`config.mk`:
```
export PLATFORM = sky130hd
export DESIGN_NAME = lpf_div
export DESIGN_NICKNAME = d
export VERILOG_FILES = /design/src/hdl/lpf_pkg.sv /design/src/hdl/lpf_div.sv
export SDC_FILE = /design/constraint.sdc
export NUM_CORES = 2
export LEC_CHECK = 0
export BUFFER_PORTS_ARGS = -buffer_cell sky130_fd_sc_hd__buf_2
export CAP_MARGIN = 20
export CORE_UTILIZATION = 29
export DETAILED_ROUTE_END_ITERATION = 16
export HOLD_SLACK_MARGIN = 0.05
export PLACE_DENSITY_LB_ADDON = 0.3
export SYNTH_ARGS = -nofsm -noshare
export SYNTH_HDL_FRONTEND = slang
export SYNTH_SLANG_ARGS = --single-unit
```
`constraint.sdc`:
```
create_clock -name i_clk -period 9.9 [get_ports i_clk]
set_clock_uncertainty 0.05 [all_clocks]
set_input_delay 0.495 -clock i_clk [delete_from_list [all_inputs] [get_ports i_clk]]
set_output_delay 0.495 -clock i_clk [all_outputs]
set_load 0.01 [all_outputs]
```
`src/hdl/lpf_pkg.sv`:
```
`default_nettype none

package lpf_pkg;

    // field and datapath widths
    localparam int CH_W   = 8;
    localparam int BR_W   = 7;
    localparam int PROF_W = 2;
    localparam int IDX_W  = 2;
    localparam int L_W    = 11;
    localparam int N_W    = 57;
    localparam int DV_W   = 46;
    localparam int WORD_W = 32;
    localparam int NUM_CH = 6;

    // register indexes
    localparam logic [IDX_W-1:0] REG_BRIGHT  = 2'd0;
    localparam logic [IDX_W-1:0] REG_PROFILE = 2'd1;
    localparam logic [IDX_W-1:0] REG_FORMAT  = 2'd2;

    // profile codes
    localparam logic [PROF_W-1:0] PROF_LINEAR = 2'd0;
    localparam logic [PROF_W-1:0] PROF_GAMMA  = 2'd1;
    localparam logic [PROF_W-1:0] PROF_CIE    = 2'd2;
    localparam logic [PROF_W-1:0] PROF_ALT    = 2'd3;

    // register reset values
    localparam logic [BR_W-1:0]   BRIGHT_RST = 7'd100;
    localparam logic [PROF_W-1:0] PROF_RST   = PROF_GAMMA;
    localparam logic              FMT_RST    = 1'b0;

    // colour correction constants
    localparam logic [15:0]     C_S_OFF    = 16'd4080;
    localparam logic [14:0]     C_T_KNEE   = 15'd2040;
    localparam logic [14:0]     C_T_SAT    = 15'd25500;
    localparam logic [26:0]     C_LIN_MUL  = 27'd40940;
    localparam logic [26:0]     C_LIN_ADD  = 27'd2300865;
    localparam logic [26:0]     C_GAM_ADD  = 27'd32512;
    localparam logic [DV_W-1:0] C_DV_GAM   = 46'd65025;
    localparam logic [DV_W-1:0] C_DV_LIN   = 46'd4601730;
    localparam logic [DV_W-1:0] C_DV_CUB   = 46'd51763603824000;
    localparam logic [DV_W-1:0] C_HALF_CUB = 46'd25881801912000;

    typedef enum logic [1:0] {
        MODE_LIN,
        MODE_GAM,
        MODE_CIE
    } t_mode;

    typedef enum logic [1:0] {
        DSEL_GAM,
        DSEL_LIN,
        DSEL_CUB
    } t_dsel;

    typedef struct packed {
        logic [CH_W-1:0] chan;
        logic            sat;
    } t_side;

    // effective correction for a profile and word format
    function automatic t_mode f_mode(logic [PROF_W-1:0] prof, logic fmt11);
        t_mode m;
        case (prof)
            PROF_LINEAR: m = MODE_LIN;
            PROF_GAMMA:  m = MODE_GAM;
            PROF_CIE:    m = MODE_CIE;
            PROF_ALT:    m = fmt11 ? MODE_CIE : MODE_GAM;
            default:     m = MODE_GAM;
        endcase
        return m;
    endfunction

    // divisor for each branch of the correction
    function automatic logic [DV_W-1:0] f_divisor(t_dsel d);
        logic [DV_W-1:0] v;
        case (d)
            DSEL_GAM: v = C_DV_GAM;
            DSEL_LIN: v = C_DV_LIN;
            DSEL_CUB: v = C_DV_CUB;
            default:  v = C_DV_GAM;
        endcase
        return v;
    endfunction

endpackage

`default_nettype wire

```
`src/hdl/lpf_div.sv`:
```
`default_nettype none

module lpf_div #(
    parameter int P_BITS = 2
) (
    input  logic                      i_clk,
    input  logic                      i_en,
    input  logic [lpf_pkg::N_W-1:0]   i_num,
    input  lpf_pkg::t_dsel            i_dsel,
    input  lpf_pkg::t_side            i_side,
    output logic [lpf_pkg::L_W-1:0]   o_quot,
    output lpf_pkg::t_side            o_side
);
    import lpf_pkg::*;

    localparam int NSTG = (L_W + P_BITS - 1) / P_BITS;

    logic [N_W-1:0] r_rem  [NSTG];
    logic [L_W-1:0] r_q    [NSTG];
    t_dsel          r_dsel [NSTG];
    t_side          r_side [NSTG];

    // restoring division, up to P_BITS quotient bits per stage, msb first
    for (genvar k = 0; k < NSTG; k++) begin : g_stg
        localparam int HI = L_W - 1 - k * P_BITS;
        localparam int LO = (HI - P_BITS + 1 > 0) ? HI - P_BITS + 1 : 0;

        logic [N_W-1:0] w_rem_in, n_rem, w_dv;
        logic [L_W-1:0] w_q_in, n_q;
        t_dsel          w_dsel_in;
        t_side          w_side_in;

        if (k == 0) begin : g_first
            assign w_rem_in  = i_num;
            assign w_q_in    = '0;
            assign w_dsel_in = i_dsel;
            assign w_side_in = i_side;
        end else begin : g_next
            assign w_rem_in  = r_rem[k-1];
            assign w_q_in    = r_q[k-1];
            assign w_dsel_in = r_dsel[k-1];
            assign w_side_in = r_side[k-1];
        end

        assign w_dv = N_W'(f_divisor(w_dsel_in));

        always_comb begin
            n_rem = w_rem_in;
            n_q   = w_q_in;
            for (int b = HI; b >= LO; b--) begin
                if (n_rem >= (w_dv << b)) begin
                    n_rem = n_rem - (w_dv << b);
                    n_q[b] = 1'b1;
                end
            end
        end

        always_ff @(posedge i_clk) begin
            if (i_en) begin
                r_rem[k]  <= n_rem;
                r_q[k]    <= n_q;
                r_dsel[k] <= w_dsel_in;
                r_side[k] <= w_side_in;
            end
        end
    end

    assign o_quot = r_q[NSTG-1];
    assign o_side = r_side[NSTG-1];

endmodule

`default_nettype wire

```
==> impl_results.md <==
- Non-filler instance count after layout: 6,787
- DR WL/cell: 18.4 um
- Fillers: 14,600
- CTS sink cnt: 390
- Cell count after placement: 6,674
- Xor/xnor share of the synthesized area: 10.6%
- Largest family of logic cells by synthesized area: compound AO/OA/AOI/OAI gates
- Number of global-route vias before repair: 36,100
- Startpoint types: flop
- Adder-cell area share of the yosys netlist: 8.74%
- Io pins: 90
- VDD IR max: 0.191 mV
- CORE AREA: 138,000 um2
- Via-to-Cell Ratio: 5.44
- PwrDens: 365 nW/um2
- Setup crit end kind: flop
- Multiplexer share of the synthesized area: 1.46%
- Syn Nets: 5,229
- Final Wtd Congestion: 0.912
- Async S/R FF share, synth: 0%
- Htree depth: 2
- Pleak: 16.2 nW
- Least-Margin Pin Slew: 1.16 ns
- Final wirelength: 125 mm
- Post-Synth Simple-Gate Area: 23.1%
- Final Hold Fails: 0
- # DRC: 0
- Outcome: completed
- Grt ovf: 0
- Synth Area in Compound Gates: 23.6%
- Largest net degree at the start of global routing: 120
- Register area share after synthesis: 28.8%
- Max-Cap Viols: 0
- Post-CTS setup buffer count: 0
- Setup TNS: 0 ns
- Nets: 5,229
- CP required: 10.23 ns
- Unrepaired setup endpoints after global routing: no
- Initial antenna violation count: 0
- Final setup viols: 0
- DR iter-0 viols: 2,674
- DRT antenna net count: 0
- CP max FO: 26
- Final max-slew violation count: 0
- Die span in y: 376 um
- Final Critical Period: 9.22 ns
- Tcrit/Tclk final: 93.1%
- Post-synth EDFFs: 390
- Commonest non-fill, non-tap cell in the layout: nand2_1
- Global-route wire length before repair: 199 mm
- Die Width: 376 um
- Synth warn: 0
- FF+latch count, synth: 390
- Number of CTS-inserted buffers: 49
- Total track usage: 17.2%
- Ys flop type: edfxtp_1
- Share of cells above drive strength 1: 7.35%
- Hpwl dp: 99.1 mm
- TritonCTS clock tree: done
- Most frequent cells in the layout: nand2_1 (472), nor2_1 (462), edfxtp_1 (390)
- Root Driver: clkbuf_16
- CP Data Arrival Time: 9.55 ns
- Mapped Cells: 4,882
- Avg Inst Size Synth: 8.32 um2
- Slew margin rel.: 21.6%
- IO buf count: 89
- DIE AREA: 142,000 um2
- Layout Area Growth over Synthesis: 10.4%
- Std-Cell Rows: 136
- Initial Utilization: 29.4%
- Synthesized area: 40,600 um2
- Hold Crit Class: input port to flop
- CTS clk-pin slew, worst paths: 0.06 ns
- Worst Setup Path Type: flop to flop
- Clock Latency Late Sink: 0.66 ns
- Library cells used by synthesis: 109
- Via count: 36,900
- Clock buffer depth: 3
- Pre-Repair DR Iteration Count: 6
- Fmax: 108 MHz
-- layer usage --
| layer | track usage (%) | up-vias | wire length (um) |
|---|---|---|---|
| met4 | 7.49 | 0 | 5450 |
| met3 | 2.02 | 222 | 4650 |
| met2 | 30.3 | 926 | 60500 |
| met1 | 20.9 | 17500 | 54400 |
| met5 | 0 | - | 0 |
| li1 | - | 18300 | - |
-- Yosys cell counts (all sizes together) (78+ instances only) --
cell type	number	area (um2)
ha	267	3340
o21ai	278	1400
inv	162	608
edfxtp	390	11700
nand3	153	766
xnor2	311	2720
clkbuf	164	617
nand2	472	1770
a211oi	78	618
xor2	182	1590
a21o	113	848
a21oi	376	1890
nor3	132	661
nor2	465	1760
-- state kept, by name, summed over array words and instances, names as in the netlist --
name / flops
r_dsel: 10
r_q: 41
r_rem: 285
r_side: 54
-- cell families (layout without fill, tap and decap cells) --
logic type               Yosys count  count (layout)
other                              0               1
XOR/XNOR                         493             493
flip-flops                       390             390
buffers and inverters            380             421
multiplexers                      55              55
AO/OA/AOI/OAI                   1419            1419
AND/OR/NAND/NOR                 1867            1867
adder cells (fa/ha/maj)          278             278
-- path summary, 6_finish.rpt --
check	start	to	slack, ns	cells after the start
max	r_dsel[2][1]	r_rem[3][27]	0.68	27
max reg2reg	r_dsel[2][1]	r_rem[3][27]	0.68	27
min reg2reg	r_q[3][6]	r_q[4][6]	0.37	0
min	i_num[9]	r_rem[0][9]	0.16	2
-- through the flow --
stage	setup slack, ns	area, um2	total power, mW	hold slack [ns]	util (%)
after floorplan	2.14	40600	11.8	0.350	-
after global placement	0.777	43000	14.4	0.350	31.2
after detailed placement	0.776	43000	14.5	0.355	31.2
after CTS	0.721	44900	16.4	0.105	32.5
after global routing	0.195	44900	17.8	0.133	32.5
final	0.678	44900	16.4	0.162	32.5
-- timing repair --
action / in CTS / in global routing
hold buffers: 20 / 0
endpoints found under the hold margin: 20 / 0
gates resized for setup: 0 / 0
endpoints found under the setup margin: 0 / 0
-- critical path, cell delays in order (launching register included) --
cell       delay, ns
edfxtp_1        0.57
ha_1            0.26
inv_1           0.47
ha_1            0.37
or4b_1          0.52
or4_1           0.61
nor4_1          0.94
a31oi_1         0.28
o211ai_1        0.16
buf_4           0.26
nor2_4          0.13
inv_2           0.33
nor2_1          0.07
a21oi_1         0.25
ha_1            0.37
nand2_1         0.12
o21ai_0         0.10
a21oi_1         0.22
nand2_1         0.07
o211ai_1        0.28
o2111ai_1       0.27
o211ai_1        0.40
nand3_1         0.26
o211ai_1        0.36
o211a_1         0.38
buf_12          0.22
buf_4           0.22
mux2_1          0.34
-- report_power, final --
group / leakage, nW / internal, mW / switching [mW]
Sequential: 3.78 / 2.90 / 0.633
Clock: 0.773 / 1.02 / 0.759
Combinational: 11.7 / 4.43 / 6.63
Total: 16.2 / 8.35 / 8.02
-- area by class of cell --
class / count / area (um2) / share of cell area (%)
diodes: 1 / 2.50 / 0.00558
flip-flops and latches: 390 / 11700 / 26.1
multi-input cells: 4112 / 27500 / 61.2
well taps: 1863 / 2330 / 5.20
inverters: 164 / 616 / 1.37
repair buffers: 165 / 1130 / 2.51
clock buffers: 52 / 1240 / 2.76
clock inverters: 40 / 373 / 0.831
Note: power is estimated with default switching activity, not from simulation.
