[config.mk]
export PLATFORM = sky130hd
export DESIGN_NAME = lpf_lane
export DESIGN_NICKNAME = d
export VERILOG_FILES = /design/src/hdl/lpf_pkg.sv /design/src/hdl/lpf_lane.sv
export SDC_FILE = /design/constraint.sdc
export NUM_CORES = 2
export LEC_CHECK = 0
export BUFFER_PORTS_ARGS = -buffer_cell sky130_fd_sc_hd__buf_2
export CAP_MARGIN = 5
export CORE_MARGIN = 10
export CORE_UTILIZATION = 60
export CTS_CLUSTER_SIZE = 10
export DETAILED_ROUTE_END_ITERATION = 8
export GPL_TIMING_DRIVEN = 0
export PLACE_DENSITY_LB_ADDON = 0.15
export SLEW_MARGIN = 20
export SYNTH_ARGS = -nofsm -noshare
export SYNTH_HDL_FRONTEND = slang
export SYNTH_SLANG_ARGS = --single-unit
export TNS_END_PERCENT = 50
[constraint.sdc]
create_clock -name i_clk -period 8.4 [get_ports i_clk]
set_input_delay 0.84 -clock i_clk [delete_from_list [all_inputs] [get_ports i_clk]]
set_output_delay 0.84 -clock i_clk [all_outputs]
set_load 0.01 [all_outputs]
[src/hdl/lpf_pkg.sv]
`default_nettype none

package lpf_pkg;

    // field and datapath widths
    localparam int CH_W   = 8;
    localparam int BR_W   = 7;
    localparam int PROF_W = 2;
    localparam int IDX_W  = 2;
    localparam int L_W    = 11;
    localparam int N_W    = 57;
    localparam int DV_W   = 46;
    localparam int WORD_W = 32;
    localparam int NUM_CH = 6;

    // register indexes
    localparam logic [IDX_W-1:0] REG_BRIGHT  = 2'd0;
    localparam logic [IDX_W-1:0] REG_PROFILE = 2'd1;
    localparam logic [IDX_W-1:0] REG_FORMAT  = 2'd2;

    // profile codes
    localparam logic [PROF_W-1:0] PROF_LINEAR = 2'd0;
    localparam logic [PROF_W-1:0] PROF_GAMMA  = 2'd1;
    localparam logic [PROF_W-1:0] PROF_CIE    = 2'd2;
    localparam logic [PROF_W-1:0] PROF_ALT    = 2'd3;

    // register reset values
    localparam logic [BR_W-1:0]   BRIGHT_RST = 7'd100;
    localparam logic [PROF_W-1:0] PROF_RST   = PROF_GAMMA;
    localparam logic              FMT_RST    = 1'b0;

    // colour correction constants
    localparam logic [15:0]     C_S_OFF    = 16'd4080;
    localparam logic [14:0]     C_T_KNEE   = 15'd2040;
    localparam logic [14:0]     C_T_SAT    = 15'd25500;
    localparam logic [26:0]     C_LIN_MUL  = 27'd40940;
    localparam logic [26:0]     C_LIN_ADD  = 27'd2300865;
    localparam logic [26:0]     C_GAM_ADD  = 27'd32512;
    localparam logic [DV_W-1:0] C_DV_GAM   = 46'd65025;
    localparam logic [DV_W-1:0] C_DV_LIN   = 46'd4601730;
    localparam logic [DV_W-1:0] C_DV_CUB   = 46'd51763603824000;
    localparam logic [DV_W-1:0] C_HALF_CUB = 46'd25881801912000;

    typedef enum logic [1:0] {
        MODE_LIN,
        MODE_GAM,
        MODE_CIE
    } t_mode;

    typedef enum logic [1:0] {
        DSEL_GAM,
        DSEL_LIN,
        DSEL_CUB
    } t_dsel;

    typedef struct packed {
        logic [CH_W-1:0] chan;
        logic            sat;
    } t_side;

    // effective correction for a profile and word format
    function automatic t_mode f_mode(logic [PROF_W-1:0] prof, logic fmt11);
        t_mode m;
        case (prof)
            PROF_LINEAR: m = MODE_LIN;
            PROF_GAMMA:  m = MODE_GAM;
            PROF_CIE:    m = MODE_CIE;
            PROF_ALT:    m = fmt11 ? MODE_CIE : MODE_GAM;
            default:     m = MODE_GAM;
        endcase
        return m;
    endfunction

    // divisor for each branch of the correction
    function automatic logic [DV_W-1:0] f_divisor(t_dsel d);
        logic [DV_W-1:0] v;
        case (d)
            DSEL_GAM: v = C_DV_GAM;
            DSEL_LIN: v = C_DV_LIN;
            DSEL_CUB: v = C_DV_CUB;
            default:  v = C_DV_GAM;
        endcase
        return v;
    endfunction

endpackage

`default_nettype wire

[src/hdl/lpf_lane.sv]
`default_nettype none

module lpf_lane (
    input  logic                        i_clk,
    input  logic                        i_en,
    input  logic [lpf_pkg::CH_W-1:0]    i_chan,
    input  logic [lpf_pkg::BR_W-1:0]    i_bright,
    input  lpf_pkg::t_mode              i_mode,
    output logic [lpf_pkg::N_W-1:0]     o_num,
    output lpf_pkg::t_dsel              o_dsel,
    output lpf_pkg::t_side              o_side
);
    import lpf_pkg::*;

    logic [CH_W-1:0] r_c1, r_c2, r_c3;
    logic [15:0]     r_p1;
    logic [15:0]     r_s2;
    logic [30:0]     r_sq2;
    logic [26:0]     r_ns2, r_ns3;
    logic            r_knee2, r_knee3, r_sat2, r_sat3, r_gam2, r_gam3;
    logic [45:0]     r_cube3;
    logic [N_W-1:0]  r_num4;
    t_dsel           r_dsel4;
    t_side           r_side4;

    logic [15:0]     w_sq;
    logic [14:0]     w_cb;
    logic [14:0]     w_t;
    logic [15:0]     w_s;
    logic [31:0]     w_s2;
    logic [26:0]     w_ngam, w_nlin;
    logic [45:0]     w_cube;
    logic [57:0]     w_big;
    logic [N_W-1:0]  n_num;
    t_dsel           n_dsel;

    // stage 1: channel squared or channel times brightness
    assign w_sq = 16'(i_chan) * 16'(i_chan);
    assign w_cb = 15'(i_chan) * 15'(i_bright);

    always_ff @(posedge i_clk) begin
        if (i_en) begin
            r_c1 <= i_chan;
            r_p1 <= (i_mode == MODE_GAM) ? w_sq : {1'b0, w_cb};
        end
    end

    // stage 2: gamma and low-segment numerators, square of offset level
    assign w_t    = r_p1[14:0];
    assign w_s    = 16'(w_t) + C_S_OFF;
    assign w_s2   = 32'(w_s) * 32'(w_s);
    assign w_ngam = (27'(r_p1) << 8) - 27'(r_p1) + C_GAM_ADD;
    assign w_nlin = 27'(w_t[10:0]) * C_LIN_MUL + C_LIN_ADD;

    always_ff @(posedge i_clk) begin
        if (i_en) begin
            r_c2    <= r_c1;
            r_s2    <= w_s;
            r_sq2   <= w_s2[30:0];
            r_ns2   <= (i_mode == MODE_GAM) ? w_ngam : w_nlin;
            r_knee2 <= (w_t <= C_T_KNEE);
            r_sat2  <= (w_t >= C_T_SAT);
            r_gam2  <= (i_mode == MODE_GAM);
        end
    end

    // stage 3: cube of offset level
    assign w_cube = 46'(r_sq2) * 46'(r_s2);

    always_ff @(posedge i_clk) begin
        if (i_en) begin
            r_c3    <= r_c2;
            r_cube3 <= w_cube;
            r_ns3   <= r_ns2;
            r_knee3 <= r_knee2;
            r_sat3  <= r_sat2;
            r_gam3  <= r_gam2;
        end
    end

    // stage 4: final numerator and divisor choice
    assign w_big = (58'(r_cube3) << 12) - (58'(r_cube3) << 1) + 58'(C_HALF_CUB);

    always_comb begin
        if (r_gam3) begin
            n_num  = N_W'(r_ns3);
            n_dsel = DSEL_GAM;
        end else if (r_knee3) begin
            n_num  = N_W'(r_ns3);
            n_dsel = DSEL_LIN;
        end else begin
            n_num  = r_sat3 ? '0 : w_big[N_W-1:0];
            n_dsel = DSEL_CUB;
        end
    end

    always_ff @(posedge i_clk) begin
        if (i_en) begin
            r_num4       <= n_num;
            r_dsel4      <= n_dsel;
            r_side4.chan <= r_c3;
            r_side4.sat  <= r_sat3 && !r_gam3 && !r_knee3;
        end
    end

    assign o_num  = r_num4;
    assign o_dsel = r_dsel4;
    assign o_side = r_side4;

endmodule

`default_nettype wire

==> results by group <==
Status
  • Status: finished clean

Drt
  • Vias/cell: 5.60
  • Routed len/inst: 19.2 um
  • Routed WL: 106 mm
  • Remaining antenna violation count after routing: 0
  • Pre-Repair DR Iteration Count: 6
  • Via Count: 30800
  • Iteration-0 DRC Markers: 2288
  • DRC Markers: 0

Clocking
  • Hold-fix buffers, CTS: 0
  • TritonCTS buffer count: 30
  • Max Root-Sink Buffers: 3
  • CTS root buf: clkbuf_16
  • Clock transition at path regs: 0.06 ns
  • CTS tree: built
  • CTS Sinks: 259
  • Worst-Skew Late Latency: 0.60 ns
  • Total number of H-tree levels: 1

Critical path
  • Critical Path Max Stage Delay: 0.54 ns
  • Reg2Reg Depth: 31
  • CP Class: reg2reg
  • R2R Path Start: r_p1[5]
  • Setup slack, reg-to-reg: 0.26 ns
  • Type of origin of the critical path: register
  • Reg-to-reg critical path endpoint: r_sq2[29]
  • Req. time, crit path: 8.72 ns
  • CP max-delay cell: fa_1
  • Max FO, Critical Path: 6
  • Most frequent CP cell: inv_1
  • Worst setup path startpoint: r_p1[5]
  • Critical path data arrival time: 8.46 ns
  • Critical Path End Type: register
  • Setup crit end: r_sq2[29]

Layout
  • N_diodes: 0
  • Area of the multi-input gates: 0.0306 mm2
  • Layout cells sized above 1: 4.80%
  • Most frequent cells in the layout: 891 x inv_1, 668 x fa_1, 563 x nand2_1, 467 x ha_1, 259 x edfxtp_1
  • Fillers: 5825
  • Register area: 0.00778 mm2
  • Layout area overhead: 6.85%
  • Core Util, Final: 64.5%
  • Commonest non-fill, non-tap cell in the layout: inv_1
  • Nets@finish: 5709

Synth
  • Post-Syn Area: 0.0421 mm2
  • Synthesized area per cell: 9.56 um2
  • Number of synthesized flops with an enable pin: 259
  • Ys async rst share: 0%
  • Synth Register Bits: 259
  • Seq/Total Area, Yosys: 18.5%
  • Post-synth top area cell: fa_1
  • Synth cell types: 91
  • Largest cells by area after synthesis: fa_1 32%, edfxtp_1 18%, ha_1 14%
  • Mapped Cells: 4406
  • Ys flop type: edfxtp_1
  • YS warnings: 0
  • Synth top area share: 31.8%

Timing
  • Fmax: 0.123 GHz
  • Final setup vio count: 0
  • Measured slew at the worst slew-check pin: 1.13 ns
  • RSZ-0062 raised after global routing: true
  • Setup Skew: 0.0341 ns
  • Fin. max-slew vios: 0
  • Hold Slack: 0.390 ns
  • Slew margin rel.: 24.3%
  • Setup TNS: 0 ns
  • Post-layout min period: 8.14 ns
  • Fin crit share: 96.9%
  • Final Hold Violating Endpoints: 0

Die
  • Die width: 285 um
  • Die height: 285 um
  • Starting Density: 60.4%
  • Die footprint: 0.0812 mm2
  • Ports: 87
  • Std-Cell Rows: 97
  • Core area: 0.0698 mm2

Placement
  • Routability cong.: 0.933
  • # port buffers: 86
  • Detailed Place HPWL: 87.7 mm

Global routing
  • Grt ovf: 0
  • Initial antenna violation count: 2
  • Largest net degree at the start of global routing: 100
  • Vias in the first global route: 31700
  • Gr usage total: 26.4%
  • First-pass GRT wire length: 171 mm

Min path
  • Hold WC Path Type: reg2reg

Run
  • MaxCap Viol Count: 0
==> layer usage <==
metal | vias to the layer above | routed length [um] | track usage [%]
li1 | 14200 | - | -
met1 | 15200 | 45300 | 36.5
met2 | 1139 | 48900 | 43.2
met3 | 183 | 8250 | 3.77
met4 | 0 | 3300 | 7.12
met5 | - | 0 | 0
==> cell families after synthesis <==
| logic type | after synthesis | synth area share (%) |
|---|---|---|
| multiplexers | 11 | 0.282 |
| buffers and inverters | 1052 | 9.39 |
| AO/OA/AOI/OAI | 538 | 8.42 |
| AND/OR/NAND/NOR | 1186 | 13.1 |
| adder cells (fa/ha/maj) | 1137 | 45.7 |
| XOR/XNOR | 221 | 4.60 |
| other | 2 | 0.0178 |
| flip-flops | 259 | 18.5 |
==> how the worst min path moves through the flow <==
stage | start | end | slack (ns) | cells past startpoint
after floorplan | r_c3[0] | o_side[1] | 0.40 | 0
after global placement | r_c1[7] | r_c2[7] | 0.40 | 0
after detailed placement | r_ns2[11] | r_ns3[11] | 0.40 | 0
after CTS | r_ns2[6] | r_ns3[6] | 0.39 | 0
after global routing | r_ns2[6] | r_ns3[6] | 0.39 | 0
final | r_ns2[6] | r_ns3[6] | 0.39 | 0
==> Yosys cell counts (all sizes together), types with 5 or more instances <==
cell type / instances
fa: 668
nand4b: 5
o31ai: 18
nand2b: 17
and3: 16
clkbuf: 141
or2: 13
and2: 195
and4: 8
clkinv: 9
ha: 469
nand4: 29
o21ai: 99
o311ai: 5
o41ai: 5
o21a: 28
nor3: 44
a311oi: 5
edfxtp: 259
a2111oi: 8
o31a: 5
mux2i: 7
inv: 898
a211oi: 18
a211o: 5
a21oi: 153
or3: 13
o21bai: 31
a31oi: 21
o211ai: 16
nand2: 563
nand3: 48
nor3b: 5
xor2: 68
nor2: 191
a21boi: 5
xnor2: 153
nor2b: 18
nor4: 7
a21o: 76
o22ai: 6
==> layout make-up <==
cell class                 instances  area share, %
buffer                           144           1.26
clock buffer                      38           1.73
clock inverter                     2         0.0778
inverter                         907           7.64
multi-input combinational       3102           67.9
sequential                       259           17.3
tap                              940           2.61
timing repair buffer             109           1.45
==> stage by stage <==
| step | instances | worst slack [ns] | area [um2] |
|---|---|---|---|
| detailed placement | 5441 | -2.14 | 43800 |
| CTS | 5490 | 0.0156 | 44800 |
| global route | 5501 | -0.0510 | 45000 |
| floorplan | 4413 | 0.251 | 42100 |
| finish | 5501 | 0.260 | 45000 |
| global placement | 5439 | -2.02 | 43800 |
==> registers in the layout, indices dropped and copies added (netlist names) <==
| name | count |
|---|---|
| r_sat3 | 1 |
| r_ns3 | 27 |
| r_c1 | 8 |
| r_s2 | 16 |
| o_dsel | 2 |
| o_side | 9 |
| o_num | 57 |
| r_knee3 | 1 |
| r_gam3 | 1 |
| r_c3 | 8 |
| r_ns2 | 27 |
| r_p1 | 16 |
| r_cube3 | 46 |
| r_sq2 | 29 |
| r_knee2 | 1 |
| r_c2 | 8 |
| r_sat2 | 1 |
| r_gam2 | 1 |
==> worst max-delay path, delay by kind of cell, from the launching register on <==
kind	cells	cell delay, ns
buf+inv	9	0.64
simple gates	5	0.98
fa+ha+maj	8	3.56
compound gates	7	1.78
xor+xnor	2	0.40
flops	1	0.50
==> what timing repair did <==
item                       CTS  global route
setup endpoints to repair   20             6
buffers inserted            10            11
gates resized for setup     30            24
pin swaps                    2             6
Power is left out: the tool's default activity adds up to more than one toggle a clock period on the data nets, which glitch-free logic cannot reach.
